`config.mk`:
```
export PLATFORM = sky130hd
export DESIGN_NAME = crc_checked_frame_receiver
export DESIGN_NICKNAME = d
export VERILOG_FILES = /design/src/ccfr_pkg.sv /design/src/ccfr_parser.sv /design/src/crc_checked_frame_receiver.sv
export SDC_FILE = /design/constraint.sdc
export NUM_CORES = 2
export LEC_CHECK = 0
export BUFFER_PORTS_ARGS = -buffer_cell sky130_fd_sc_hd__buf_2
export CAP_MARGIN = 10
export CORE_MARGIN = 2
export CORE_UTILIZATION = 30
export CTS_CLUSTER_DIAMETER = 80
export DETAILED_ROUTE_END_ITERATION = 10
export PLACE_DENSITY = 0.46
export SLEW_MARGIN = 20
export SYNTH_ARGS = -nofsm -noshare
export SYNTH_HDL_FRONTEND = slang
export SYNTH_SLANG_ARGS = --single-unit
```
`constraint.sdc`:
```
create_clock -name clk -period 3.95 [get_ports clk]
set_input_delay 0.5925 -clock clk [delete_from_list [all_inputs] [get_ports clk]]
set_output_delay 0.5925 -clock clk [all_outputs]
set_load 0.05 [all_outputs]
```
`src/ccfr_pkg.sv`:
```
`timescale 1ns / 1ps
// ----------------------------------------------------------------------------
// CRC checked frame receiver package
// Shared types, framing constants and the byte-wide CRC-16 update.
// ----------------------------------------------------------------------------
package ccfr_pkg;

	localparam logic [7:0]  MAGIC_FIRST  = 8'hBB;
	localparam logic [7:0]  MAGIC_SECOND = 8'hC1;
	localparam logic [15:0] CRC_POLY     = 16'h1021;
	localparam logic [15:0] CRC_INIT     = 16'hFFFF;
	localparam int          FRAME_LEN_W  = 9;
	localparam int          READ_SPAN    = 256;

	localparam logic OP_FEED = 1'b0;
	localparam logic OP_READ = 1'b1;

	typedef enum logic [1:0] {
		EV_NONE    = 2'd0,
		EV_OK      = 2'd1,
		EV_TOO_BIG = 2'd2,
		EV_CRC_BAD = 2'd3
	} event_t;

	// Outcome of one received byte, as seen by the output stage.
	typedef struct packed {
		event_t                 ev;
		logic [7:0]             kind;
		logic [15:0]            seq;
		logic [FRAME_LEN_W-1:0] length;
		logic                   wr_en;
	} parse_res_t;

	function automatic logic [15:0] crc16_byte(input logic [15:0] crc, input logic [7:0] b);
		logic [15:0] c;
		c = crc ^ {b, 8'h00};
		for (int i = 0; i < 8; i++) begin
			c = c[15] ? ({c[14:0], 1'b0} ^ CRC_POLY) : {c[14:0], 1'b0};
		end
		return c;
	endfunction

endpackage

```
`src/ccfr_parser.sv`:
```
`timescale 1ns / 1ps
// ----------------------------------------------------------------------------
// Frame parser
// Hunts for the magic, collects the header, counts payload bytes, keeps the
// running CRC and judges the frame when both check bytes are in.
// ----------------------------------------------------------------------------
module ccfr_parser #(
	parameter int MAX_PAYLOAD = 256,
	localparam int PCW = $clog2(MAX_PAYLOAD + 1)
) (
	input  logic                 clk,
	input  logic                 arst_n,
	input  logic                 feed,
	input  logic [7:0]           byte_in,
	output ccfr_pkg::parse_res_t res,
	output logic [PCW-1:0]       pay_idx
);
	import ccfr_pkg::*;

	typedef enum logic [4:0] {
		PH_MAGIC0  = 5'b00001,
		PH_MAGIC1  = 5'b00010,
		PH_HEADER  = 5'b00100,
		PH_PAYLOAD = 5'b01000,
		PH_CHECK   = 5'b10000
	} phase_t;

	phase_t         phase_q, phase_d;
	logic [2:0]     hdr_cnt_q, hdr_cnt_d;
	logic [7:0]     kind_q, kind_d;
	logic [31:0]    len_q, len_d;
	logic [15:0]    seq_q, seq_d;
	logic [PCW-1:0] pay_cnt_q, pay_cnt_d, pay_cnt_inc;
	logic [7:0]     crc_lo_q, crc_lo_d;
	logic           crc_cnt_q, crc_cnt_d;
	logic [15:0]    crc_q, crc_d, crc_upd;

	assign crc_upd     = crc16_byte(crc_q, byte_in);
	assign pay_cnt_inc = pay_cnt_q + 1'b1;
	assign pay_idx     = pay_cnt_q;

	always_comb begin
		phase_d   = phase_q;
		hdr_cnt_d = hdr_cnt_q;
		kind_d    = kind_q;
		len_d     = len_q;
		seq_d     = seq_q;
		pay_cnt_d = pay_cnt_q;
		crc_lo_d  = crc_lo_q;
		crc_cnt_d = crc_cnt_q;
		crc_d     = crc_q;
		res       = '0;
		res.ev    = EV_NONE;
		case (phase_q)
			PH_MAGIC1: begin
				if (byte_in == MAGIC_SECOND) begin
					hdr_cnt_d = '0;
					crc_d     = CRC_INIT;
					phase_d   = PH_HEADER;
				end else if (byte_in != MAGIC_FIRST) begin
					phase_d = PH_MAGIC0;
				end
			end
			PH_HEADER: begin
				crc_d     = crc_upd;
				hdr_cnt_d = hdr_cnt_q + 1'b1;
				case (hdr_cnt_q)
					3'd0: kind_d = byte_in;
					3'd1: ;
					3'd2: len_d = {24'h0, byte_in};
					3'd3: len_d[15:8] = byte_in;
					3'd4: len_d[23:16] = byte_in;
					3'd5: len_d[31:24] = byte_in;
					3'd6: seq_d = {8'h00, byte_in};
					default: seq_d[15:8] = byte_in;
				endcase
				// The length is complete by the last header byte.
				if (hdr_cnt_q == 3'd7) begin
					if (len_q > 32'(MAX_PAYLOAD)) begin
						res.ev    = EV_TOO_BIG;
						res.seq   = seq_d;
						phase_d   = PH_MAGIC0;
						hdr_cnt_d = '0;
						pay_cnt_d = '0;
						len_d     = '0;
						seq_d     = '0;
						crc_lo_d  = '0;
						crc_cnt_d = 1'b0;
						crc_d     = CRC_INIT;
					end else if (len_q == 32'd0) begin
						phase_d = PH_CHECK;
					end else begin
						pay_cnt_d = '0;
						phase_d   = PH_PAYLOAD;
					end
				end
			end
			PH_PAYLOAD: begin
				res.wr_en = 1'b1;
				pay_cnt_d = pay_cnt_inc;
				crc_d     = crc_upd;
				if (32'(pay_cnt_inc) >= len_q) begin
					phase_d = PH_CHECK;
				end
			end
			PH_CHECK: begin
				if (!crc_cnt_q) begin
					crc_lo_d  = byte_in;
					crc_cnt_d = 1'b1;
				end else begin
					res.kind = kind_q;
					res.seq  = seq_q;
					if ({byte_in, crc_lo_q} == crc_q) begin
						res.ev     = EV_OK;
						res.length = len_q[FRAME_LEN_W-1:0];
					end else begin
						res.ev = EV_CRC_BAD;
					end
					phase_d   = PH_MAGIC0;
					hdr_cnt_d = '0;
					pay_cnt_d = '0;
					len_d     = '0;
					seq_d     = '0;
					crc_lo_d  = '0;
					crc_cnt_d = 1'b0;
					crc_d     = CRC_INIT;
				end
			end
			default: begin
				phase_d = (byte_in == MAGIC_FIRST) ? PH_MAGIC1 : PH_MAGIC0;
			end
		endcase
		if (!feed) begin
			res.ev    = EV_NONE;
			res.kind  = '0;
			res.seq   = '0;
			res.length = '0;
			res.wr_en = 1'b0;
		end
	end

	always_ff @(posedge clk or negedge arst_n) begin
		if (!arst_n) begin
			phase_q   <= PH_MAGIC0;
			hdr_cnt_q <= '0;
			kind_q    <= '0;
			len_q     <= '0;
			seq_q     <= '0;
			pay_cnt_q <= '0;
			crc_lo_q  <= '0;
			crc_cnt_q <= 1'b0;
			crc_q     <= CRC_INIT;
		end else if (feed) begin
			phase_q   <= phase_d;
			hdr_cnt_q <= hdr_cnt_d;
			kind_q    <= kind_d;
			len_q     <= len_d;
			seq_q     <= seq_d;
			pay_cnt_q <= pay_cnt_d;
			crc_lo_q  <= crc_lo_d;
			crc_cnt_q <= crc_cnt_d;
			crc_q     <= crc_d;
		end
	end

endmodule

```
`src/crc_checked_frame_receiver.sv`:
```
`timescale 1ns / 1ps
// Latency: a result is valid in the cycle after its item is accepted.
// Throughput: one item per cycle; in_ready is high while the output register
// is empty or being taken, so a stalled result blocks only the next item.
// Reset: arst_n clears parser state, CRC and output valid asynchronously; the
// payload buffer is not cleared and its entries hold junk until written.
// ----------------------------------------------------------------------------
// CRC checked frame receiver
// Byte-wise frame parser with CRC-16 check and a readable payload buffer.
// ----------------------------------------------------------------------------
module crc_checked_frame_receiver #(
	parameter int MAX_PAYLOAD = 256
) (
	input  logic             clk,
	input  logic             arst_n,
	input  logic             in_valid,
	output logic             in_ready,
	input  logic             op,
	input  logic [7:0]       byte_in,
	input  logic [7:0]       read_index,
	output logic             out_valid,
	input  logic             out_ready,
	output ccfr_pkg::event_t event_res,
	output logic [7:0]       frame_kind,
	output logic [15:0]      frame_seq,
	output logic [8:0]       frame_length,
	output logic [7:0]       read_data
);
	import ccfr_pkg::*;

	localparam int PCW         = $clog2(MAX_PAYLOAD + 1);
	localparam int STORE_DEPTH = (MAX_PAYLOAD < READ_SPAN) ? MAX_PAYLOAD : READ_SPAN;
	localparam int AW          = (STORE_DEPTH > 1) ? $clog2(STORE_DEPTH) : 1;

	logic           acc, feed, rd_hit;
	parse_res_t     res;
	logic [PCW-1:0] pay_idx;
	logic [7:0]     mem [STORE_DEPTH];

	logic           out_valid_q;
	event_t         ev_s1;
	logic [7:0]     kind_s1;
	logic [15:0]    seq_s1;
	logic [8:0]     len_s1;
	logic           rd_en_s1;
	logic [7:0]     rd_mem_s1;

	assign in_ready = !out_valid_q || out_ready;
	assign acc      = in_valid && in_ready;
	assign feed     = acc && (op == OP_FEED);
	assign rd_hit   = (op == OP_READ) && (32'(read_index) < 32'(MAX_PAYLOAD));

	ccfr_parser #(.MAX_PAYLOAD(MAX_PAYLOAD)) u_parser (
		.clk     (clk),
		.arst_n  (arst_n),
		.feed    (feed),
		.byte_in (byte_in),
		.res     (res),
		.pay_idx (pay_idx)
	);

	// Payload bytes past the readable span are counted but not stored.
	always_ff @(posedge clk) begin
		if (feed && res.wr_en && (32'(pay_idx) < 32'(STORE_DEPTH))) begin
			mem[pay_idx[AW-1:0]] <= byte_in;
		end
	end

	always_ff @(posedge clk) begin
		if (acc && rd_hit) begin
			rd_mem_s1 <= mem[read_index[AW-1:0]];
		end
	end

	always_ff @(posedge clk or negedge arst_n) begin
		if (!arst_n) begin
			out_valid_q <= 1'b0;
		end else if (in_ready) begin
			out_valid_q <= in_valid;
		end
	end

	always_ff @(posedge clk) begin
		if (acc) begin
			ev_s1    <= res.ev;
			kind_s1  <= res.kind;
			seq_s1   <= res.seq;
			len_s1   <= res.length;
			rd_en_s1 <= rd_hit;
		end
	end

	assign out_valid    = out_valid_q;
	assign event_res    = ev_s1;
	assign frame_kind   = kind_s1;
	assign frame_seq    = seq_s1;
	assign frame_length = len_s1;
	assign read_data    = rd_en_s1 ? rd_mem_s1 : 8'h00;

endmodule

```
## Yosys cells after proc, flatten, opt, wreduce, memory -nomap -nowiden

Memory sizes are Yosys's and may differ from the RTL's. A register that Yosys moved wholly into a read port is not among the register bits.
Cells that the tools add are included.

- Multiplexer cells: 68
- $add $sub $neg: 2
- Reductions and logical operators: 23
- Bitwise gates (word level): 10
- Magnitude comparators: 3
- Eq/ne operators: 22

Operator list:

| operator | count |
|---|---|
| two-way mux 16 bit | 9 |
| two-way mux 13 bit | 8 |
| two-way mux 32 bit | 3 |
| one-hot mux 8 bit (2 select lines) | 5 |
| one-hot mux 16 bit (2 select lines) | 2 |
| one-hot mux 16 bit (4 select lines) | 1 |
| one-hot mux 32 bit (2 select lines) | 1 |
| two-way mux 8 bit | 6 |
| two-way mux 9 bit | 5 |
| two-way mux 35 bit | 1 |
| two-way mux 5 bit | 7 |
| greater-or-equal comparator 9 x 32 -> 1 bit | 1 |
| greater-than comparator 32 x 9 -> 1 bit (second input constant) | 1 |
| logical NOT 32 bit | 1 |
| one-hot mux 9 bit (3 select lines) | 1 |
| inverter 3 bit | 8 |
| one-hot mux 5 bit (4 select lines) | 1 |
| equality test 16 bit | 1 |
| equality test 8 bit (second input constant) | 2 |
| AND reduction 4 bit | 4 |
| bitwise XOR 16 bit | 1 |
| equality test 3 bit (second input constant) | 4 |
| two-way mux 3 bit | 4 |
| != test 2 x 1 -> 1 bit (second input constant) | 5 |
| other kinds (28) | 46 |

- Input bits: 21
- Memory bits (writable): 2,048
- Memories kept: 1
- Logic and storage cells: 144
- Bits in registers: 135
- Output and inout bits: 45

Memory list:

| memory | depth | bits a word | rd ports | clocked after memory_dff | write ports | line | RTL |
|---|---|---|---|---|---|---|---|
| mem | 256 | 8 | 1 | 1 | 1 | crc_checked_frame_receiver.sv:38 | `logic [7:0] mem [STORE_DEPTH];` |

## Longest topological paths before layout

- Depth in word-level cells: 20
- Mapped depth: 12
- Depth with buffers taken out: 10

## Cells and area by module

A second synthesis with hierarchy kept.

- Cell total of the unflattened synthesis: 4,356
- Area, all modules: 86,332.8 sq um

By module, submodules not included:

| module | area each (sq um) | instances | cells an instance |
|---|---|---|---|
| crc_checked_frame_receiver | 81,116.5 | 1 | 3,874 |
| ccfr_parser | 5,216.3 | 1 | 482 |

## Least setup slack after synthesis

No wires, ideal clock.

- Path kind: reg-to-reg
- From: register out_valid_q (netlist: out_valid)
- To: memory mem[160][0] (enable)
- Required time: 3,580 ps
- Library setup time: 370 ps
- Period minus slack after synthesis: 4,173 ps
- Data arrival time: 3,803 ps
- Slack: -223 ps
- Cell stages (with the launch flop): 10
- Cell sequence: dfrtp_1 nand2b_1 and2_1 nand2b_1 or2_1 buf_6 nor4b_4 nand2_1 buf_2 nor2_1

- Word-level cells in the longest chain between the ends: 9

Ends and longest elaborated chain:

| element | line | RTL |
|---|---|---|
| start: declaration | crc_checked_frame_receiver.sv:40 | `logic out_valid_q;` |
| start signal: assignment | crc_checked_frame_receiver.sv:79 | `out_valid_q <= in_valid;` |
| logical NOT 1 bit * | crc_checked_frame_receiver.sv:48 | `assign in_ready = !out_valid_q \|\| out_ready;` |
| logical OR 1 bit * | crc_checked_frame_receiver.sv:48 |  |
| named net in_ready | crc_checked_frame_receiver.sv:17 | `output logic in_ready,` |
| logical AND 1 bit * | crc_checked_frame_receiver.sv:49 | `assign acc = in_valid && in_ready;` |
| named net acc | crc_checked_frame_receiver.sv:35 | `logic acc, feed, rd_hit;` |
| logical AND 1 bit * | crc_checked_frame_receiver.sv:50 | `assign feed = acc && (op == OP_FEED);` |
| two-way mux 1 bit | ccfr_parser.sv:133 | `if (!feed) begin` |
| logical AND 1 bit * (2 in series) | crc_checked_frame_receiver.sv:64 | `if (feed && res.wr_en && (32'(pay_idx) < 32'(STORE_DEPTH))) begin` |
| two-way mux 1 bit * | crc_checked_frame_receiver.sv:64 |  |
| two-way mux 1 bit (not written as such) * | crc_checked_frame_receiver.sv:65 | `mem[pay_idx[AW-1:0]] <= byte_in;` |
| end: declaration | crc_checked_frame_receiver.sv:38 |  |

Mark *: on every way through the listed nets, which the timed path passes. The rest lies on a longest branch.

## Worst setup path in the final report

- From: register u_parser.phase_q[1]
- To: memory mem[157][2] (enable)

- Word-level cells in the longest chain between the ends: 7

Ends and longest elaborated chain:

| element | line | RTL |
|---|---|---|
| start: declaration | ccfr_parser.sv:28 | `phase_t phase_q, phase_d;` |
| start signal: assignment | ccfr_parser.sv:154 | `phase_q <= phase_d;` |
| equality test 5 x 4 -> 1 bit | ccfr_parser.sv:54 | `case (phase_q)` |
| two-way mux 1 bit | ccfr_parser.sv:54 |  |
| two-way mux 1 bit | ccfr_parser.sv:133 |  |
| logical AND 1 bit (2 in series) | crc_checked_frame_receiver.sv:64 |  |
| two-way mux 1 bit | crc_checked_frame_receiver.sv:64 |  |
| two-way mux 1 bit (not written as such) | crc_checked_frame_receiver.sv:65 |  |

No other way between the ends.

==> impl_metrics.yaml <==
global_routing:
  grt_max_degree: 169
  grt_pass1_wl_mm: 354.1
  antenna_found_initial: 15
  grt_pass1_vias: 45120
  grt_usage: 0.1688
  grt-ovfl-total: 0
synth:
  yosys.cell_count.top_type: "edfxtp_1"
  synth_edf_count: 2092
  syn-mean-instance-area_um2: 20.15
  synth_flop_cell: "edfxtp_1"
  synthArstFlopShare: 0.04518
  ys_warn_count: 0
  synth_area_um2: 86460
  synthTopCellsByArea: "edfxtp_1, mux4_2, dfrtp_1"
  yosysUniqueCellTypes: 86
  synthTopCellsByCount: "edfxtp_1, mux4_2, nor2_1"
  yosysSeqAreaShare: 0.7554
  synth_top_area_frac: 0.7265
  synthCells: 4291
  synth.ff_latch_count: 2191
  syn_nets: 4331
  synth_top_cell_by_area: "edfxtp_1"
floorplan:
  pin_count: 66
  core_um2: 287400
  die-area_um2: 292500
  num_rows: 197
  start_util: 0.3008
  fp.dieW_um: 540.9
  die_h_um: 540.9
clocking:
  clockBufferDepth: 4
  h-tree-depth: 4
  cts_tree: "yes"
  numCtsBuffers: 237
  clk_pin_slew_ns: 0.06
  insertion_delay_ns: 0.91
  clockRootBuffer: "clkbuf_16"
  cts.sinks: 2191
sta:
  finalMaxSlewViolations: 0
  rsz0062_at_grt: "no"
  skew_ns: 0.06242
  worstMarginPinSlew_ns: 1.199
  fmax_ghz: 0.2853
  post-route-period-util: 0.8874
  hold_viol_final: 0
  setup_ws_ns: 0.4447
  finalSetupViolCount: 0
  finalSetupTns_ns: 0
  relSlewSlack: 0.1959
  period_minus_slack_ns: 3.505
setup_path:
  critical_path.top_delay_family: "simple AND/OR/NAND/NOR gates"
  critPathRequiredTime_ns: 4.51
  crit_chain: "nor3_4 > nand3b_2 > or2_1 > nor4b_4 > nand2_1 > nor2_1 > buf_4"
  r2r_cells: 7
  crit_type: "reg2reg"
  arrival_ns: 4.07
  end_kind: "flip-flop"
  path_depth: 7
  cp-startpoint: "u_parser.phase_q[1]"
  r2r-start: "u_parser.phase_q[1]"
  worstPathBufferInverterCount: 1
  slowest_delay_ns: 0.66
  cpMaxStageDelayCell: "nand2_1"
  path_max_fanout: 16
  startpoint_type: "flip-flop"
routing:
  num_vias: 44440
  wl_per_cell_um: 28.36
  drtIter0Drc: 4552
  dr_wl_met3_mm: 13.37
  viasPerCell: 5.031
  drc: 0
  top_layer: "met4"
  drt.antenna.violating_nets: 0
  drt-total-wl_mm: 250.5
  wl_met2_mm: 117.8
  drt_pass1_iterations: 8
  wl_met1_mm: 114.2
layout:
  final_nets: 4904
  drive_gt1_frac: 0.2800
  syn_to_final_growth_pct: 17.83
power_and_ir_drop:
  power_mw: 50.67
  power.density_nw_per_um2: 497.4
  power_frac_seq: 0.510
  intPower_mw: 39.23
  pwr-share-clk: 0.426
  comb_power_share: 0.065
  p_leak_nw: 33.04
  p_sw_mw: 11.44
  ir_drop_mv: 0.3761
  netSwitchingFraction: 0.2258
place:
  preCtsSetupSlack_ns: -0.08473
  place.gp.congestion: 0.7995
  dpl.hpwl_mm: 162.3
  numPortBuffers: 65
worst_hold_path:
  min_path_type: "in2reg"
  hold_start: "byte_in[0]"
  hold_depth: 1
flow_run:
  maxCapViolCount: 0
outcome:
  status: "finished, final reports clean"
==> metal layers <==
layer | up-vias | track usage
li1 | 18810 | -
met1 | 24050 | 0.2447
met2 | 1291 | 0.2689
met3 | 289 | 0.02387
met4 | 0 | 0.03687
met5 | - | 0
==> worst paths after layout <==
| check | endpoint | slack [ns] |
|---|---|---|
| worst max-delay path | mem[157][2] | 0.44 |
| worst min-delay path | mem[110][0] | 0.08 |
| worst max register to register | mem[157][2] | 0.44 |
| worst min register to register | u_parser.seq_q[0] | 0.50 |
| max in group asynchronous | u_parser.len_q[31] | 2.56 |
| min in group asynchronous | out_valid | 0.35 |
==> cells in the final DEF (no fill, tap or decap), types with 21 or more instances in the layout <==
cell	n
clkbuf_16	242
nand2_1	147
nor3_1	30
a22oi_1	61
buf_12	47
clkbuf_1	51
dfrtp_1	82
and2_1	29
buf_4	463
nor2_1	314
edfxtp_1	2092
o22ai_1	50
a21oi_1	43
o211ai_1	29
buf_2	52
mux4_1	21
nand3_1	44
mux4_2	440
clkinv_2	34
a22o_1	66
mux2i_1	168
o21ai_0	49
clkinv_1	58
a211oi_1	31
xnor2_1	21
==> state kept, by name, indices dropped and copies added, names as in the netlist <==
| signal | cells |
|---|---|
| u_parser.hdr_cnt_q | 3 |
| u_parser.len_q | 32 |
| u_parser.seq_q | 16 |
| frame_length | 9 |
| u_parser.phase_q | 5 |
| u_parser.pay_idx | 9 |
| frame_kind | 8 |
| u_parser.crc_q | 16 |
| rd_en_s1 | 1 |
| event_res | 2 |
| rd_mem_s1 | 8 |
| frame_seq | 16 |
| u_parser.crc_lo_q | 8 |
| u_parser.crc_cnt_q | 1 |
| out_valid | 1 |
| mem | 2048 |
| u_parser.kind_q | 8 |
==> cell type report <==
class / instances / area, um2
sequential: 2191 / 65320
clock buffer: 295 / 6275
antenna: 4 / 10.01
inverter: 20 / 75.07
timing repair buffer: 579 / 4900
fill: 26790 / 185500
multi-input combinational: 1835 / 19400
clock inverter: 127 / 1167
tap: 3781 / 4731
==> worst register-to-register path, stage by stage, from the launching register on <==
cell,delay (ns)
dfrtp_1,0.46
nor3_4,0.23
nand3b_2,0.21
or2_1,0.47
nor4b_4,0.62
nand2_1,0.66
nor2_1,0.28
buf_4,0.23
==> power by group through the flow <==
stage,clock [mW],combinational [mW],sequential (mW)
after floorplan,0,1.80,26.3
after global placement,0,3.33,26.3
after detailed placement,0,3.33,26.3
after CTS,22.1,3.34,25.8
after global routing,22.9,3.50,25.8
final,21.6,3.28,25.8
==> per-stage QoR <==
step,util,hold slack (ns),area [um2],instances
floorplan,-,0.2969,86470,4291
detailed placement,0.3283,0.4841,94340,8398
global route,0.3545,0.03167,101900,8831
CTS,0.3543,0.01772,101800,8825
finish,0.3545,0.08219,101900,8832
global placement,0.3282,0.4829,94340,8398
==> cell families after synthesis <==
| logic type | after synthesis | share of synthesized area |
|---|---|---|
| adders and majority gates | 19 | 0.002749 |
| and+or+nand+nor | 692 | 0.03790 |
| muxes | 648 | 0.1429 |
| buffers and inverters | 265 | 0.02037 |
| AOI/OAI and AO/OA | 436 | 0.03657 |
| DFF | 2191 | 0.7554 |
| xor gates and xnor gates | 40 | 0.004052 |
==> what timing repair did <==
| action | 4_1_cts | 5_1_grt |
|---|---|---|
| setup buffers | 0 | 3 |
| endpoints found under the hold margin | 52 | 0 |
| endpoints found under the setup margin | 0 | 17 |
| gates resized for setup | 0 | 1 |
| hold buffers | 5 | 0 |
No activity file was read; power rests on OpenSTA's default activity.
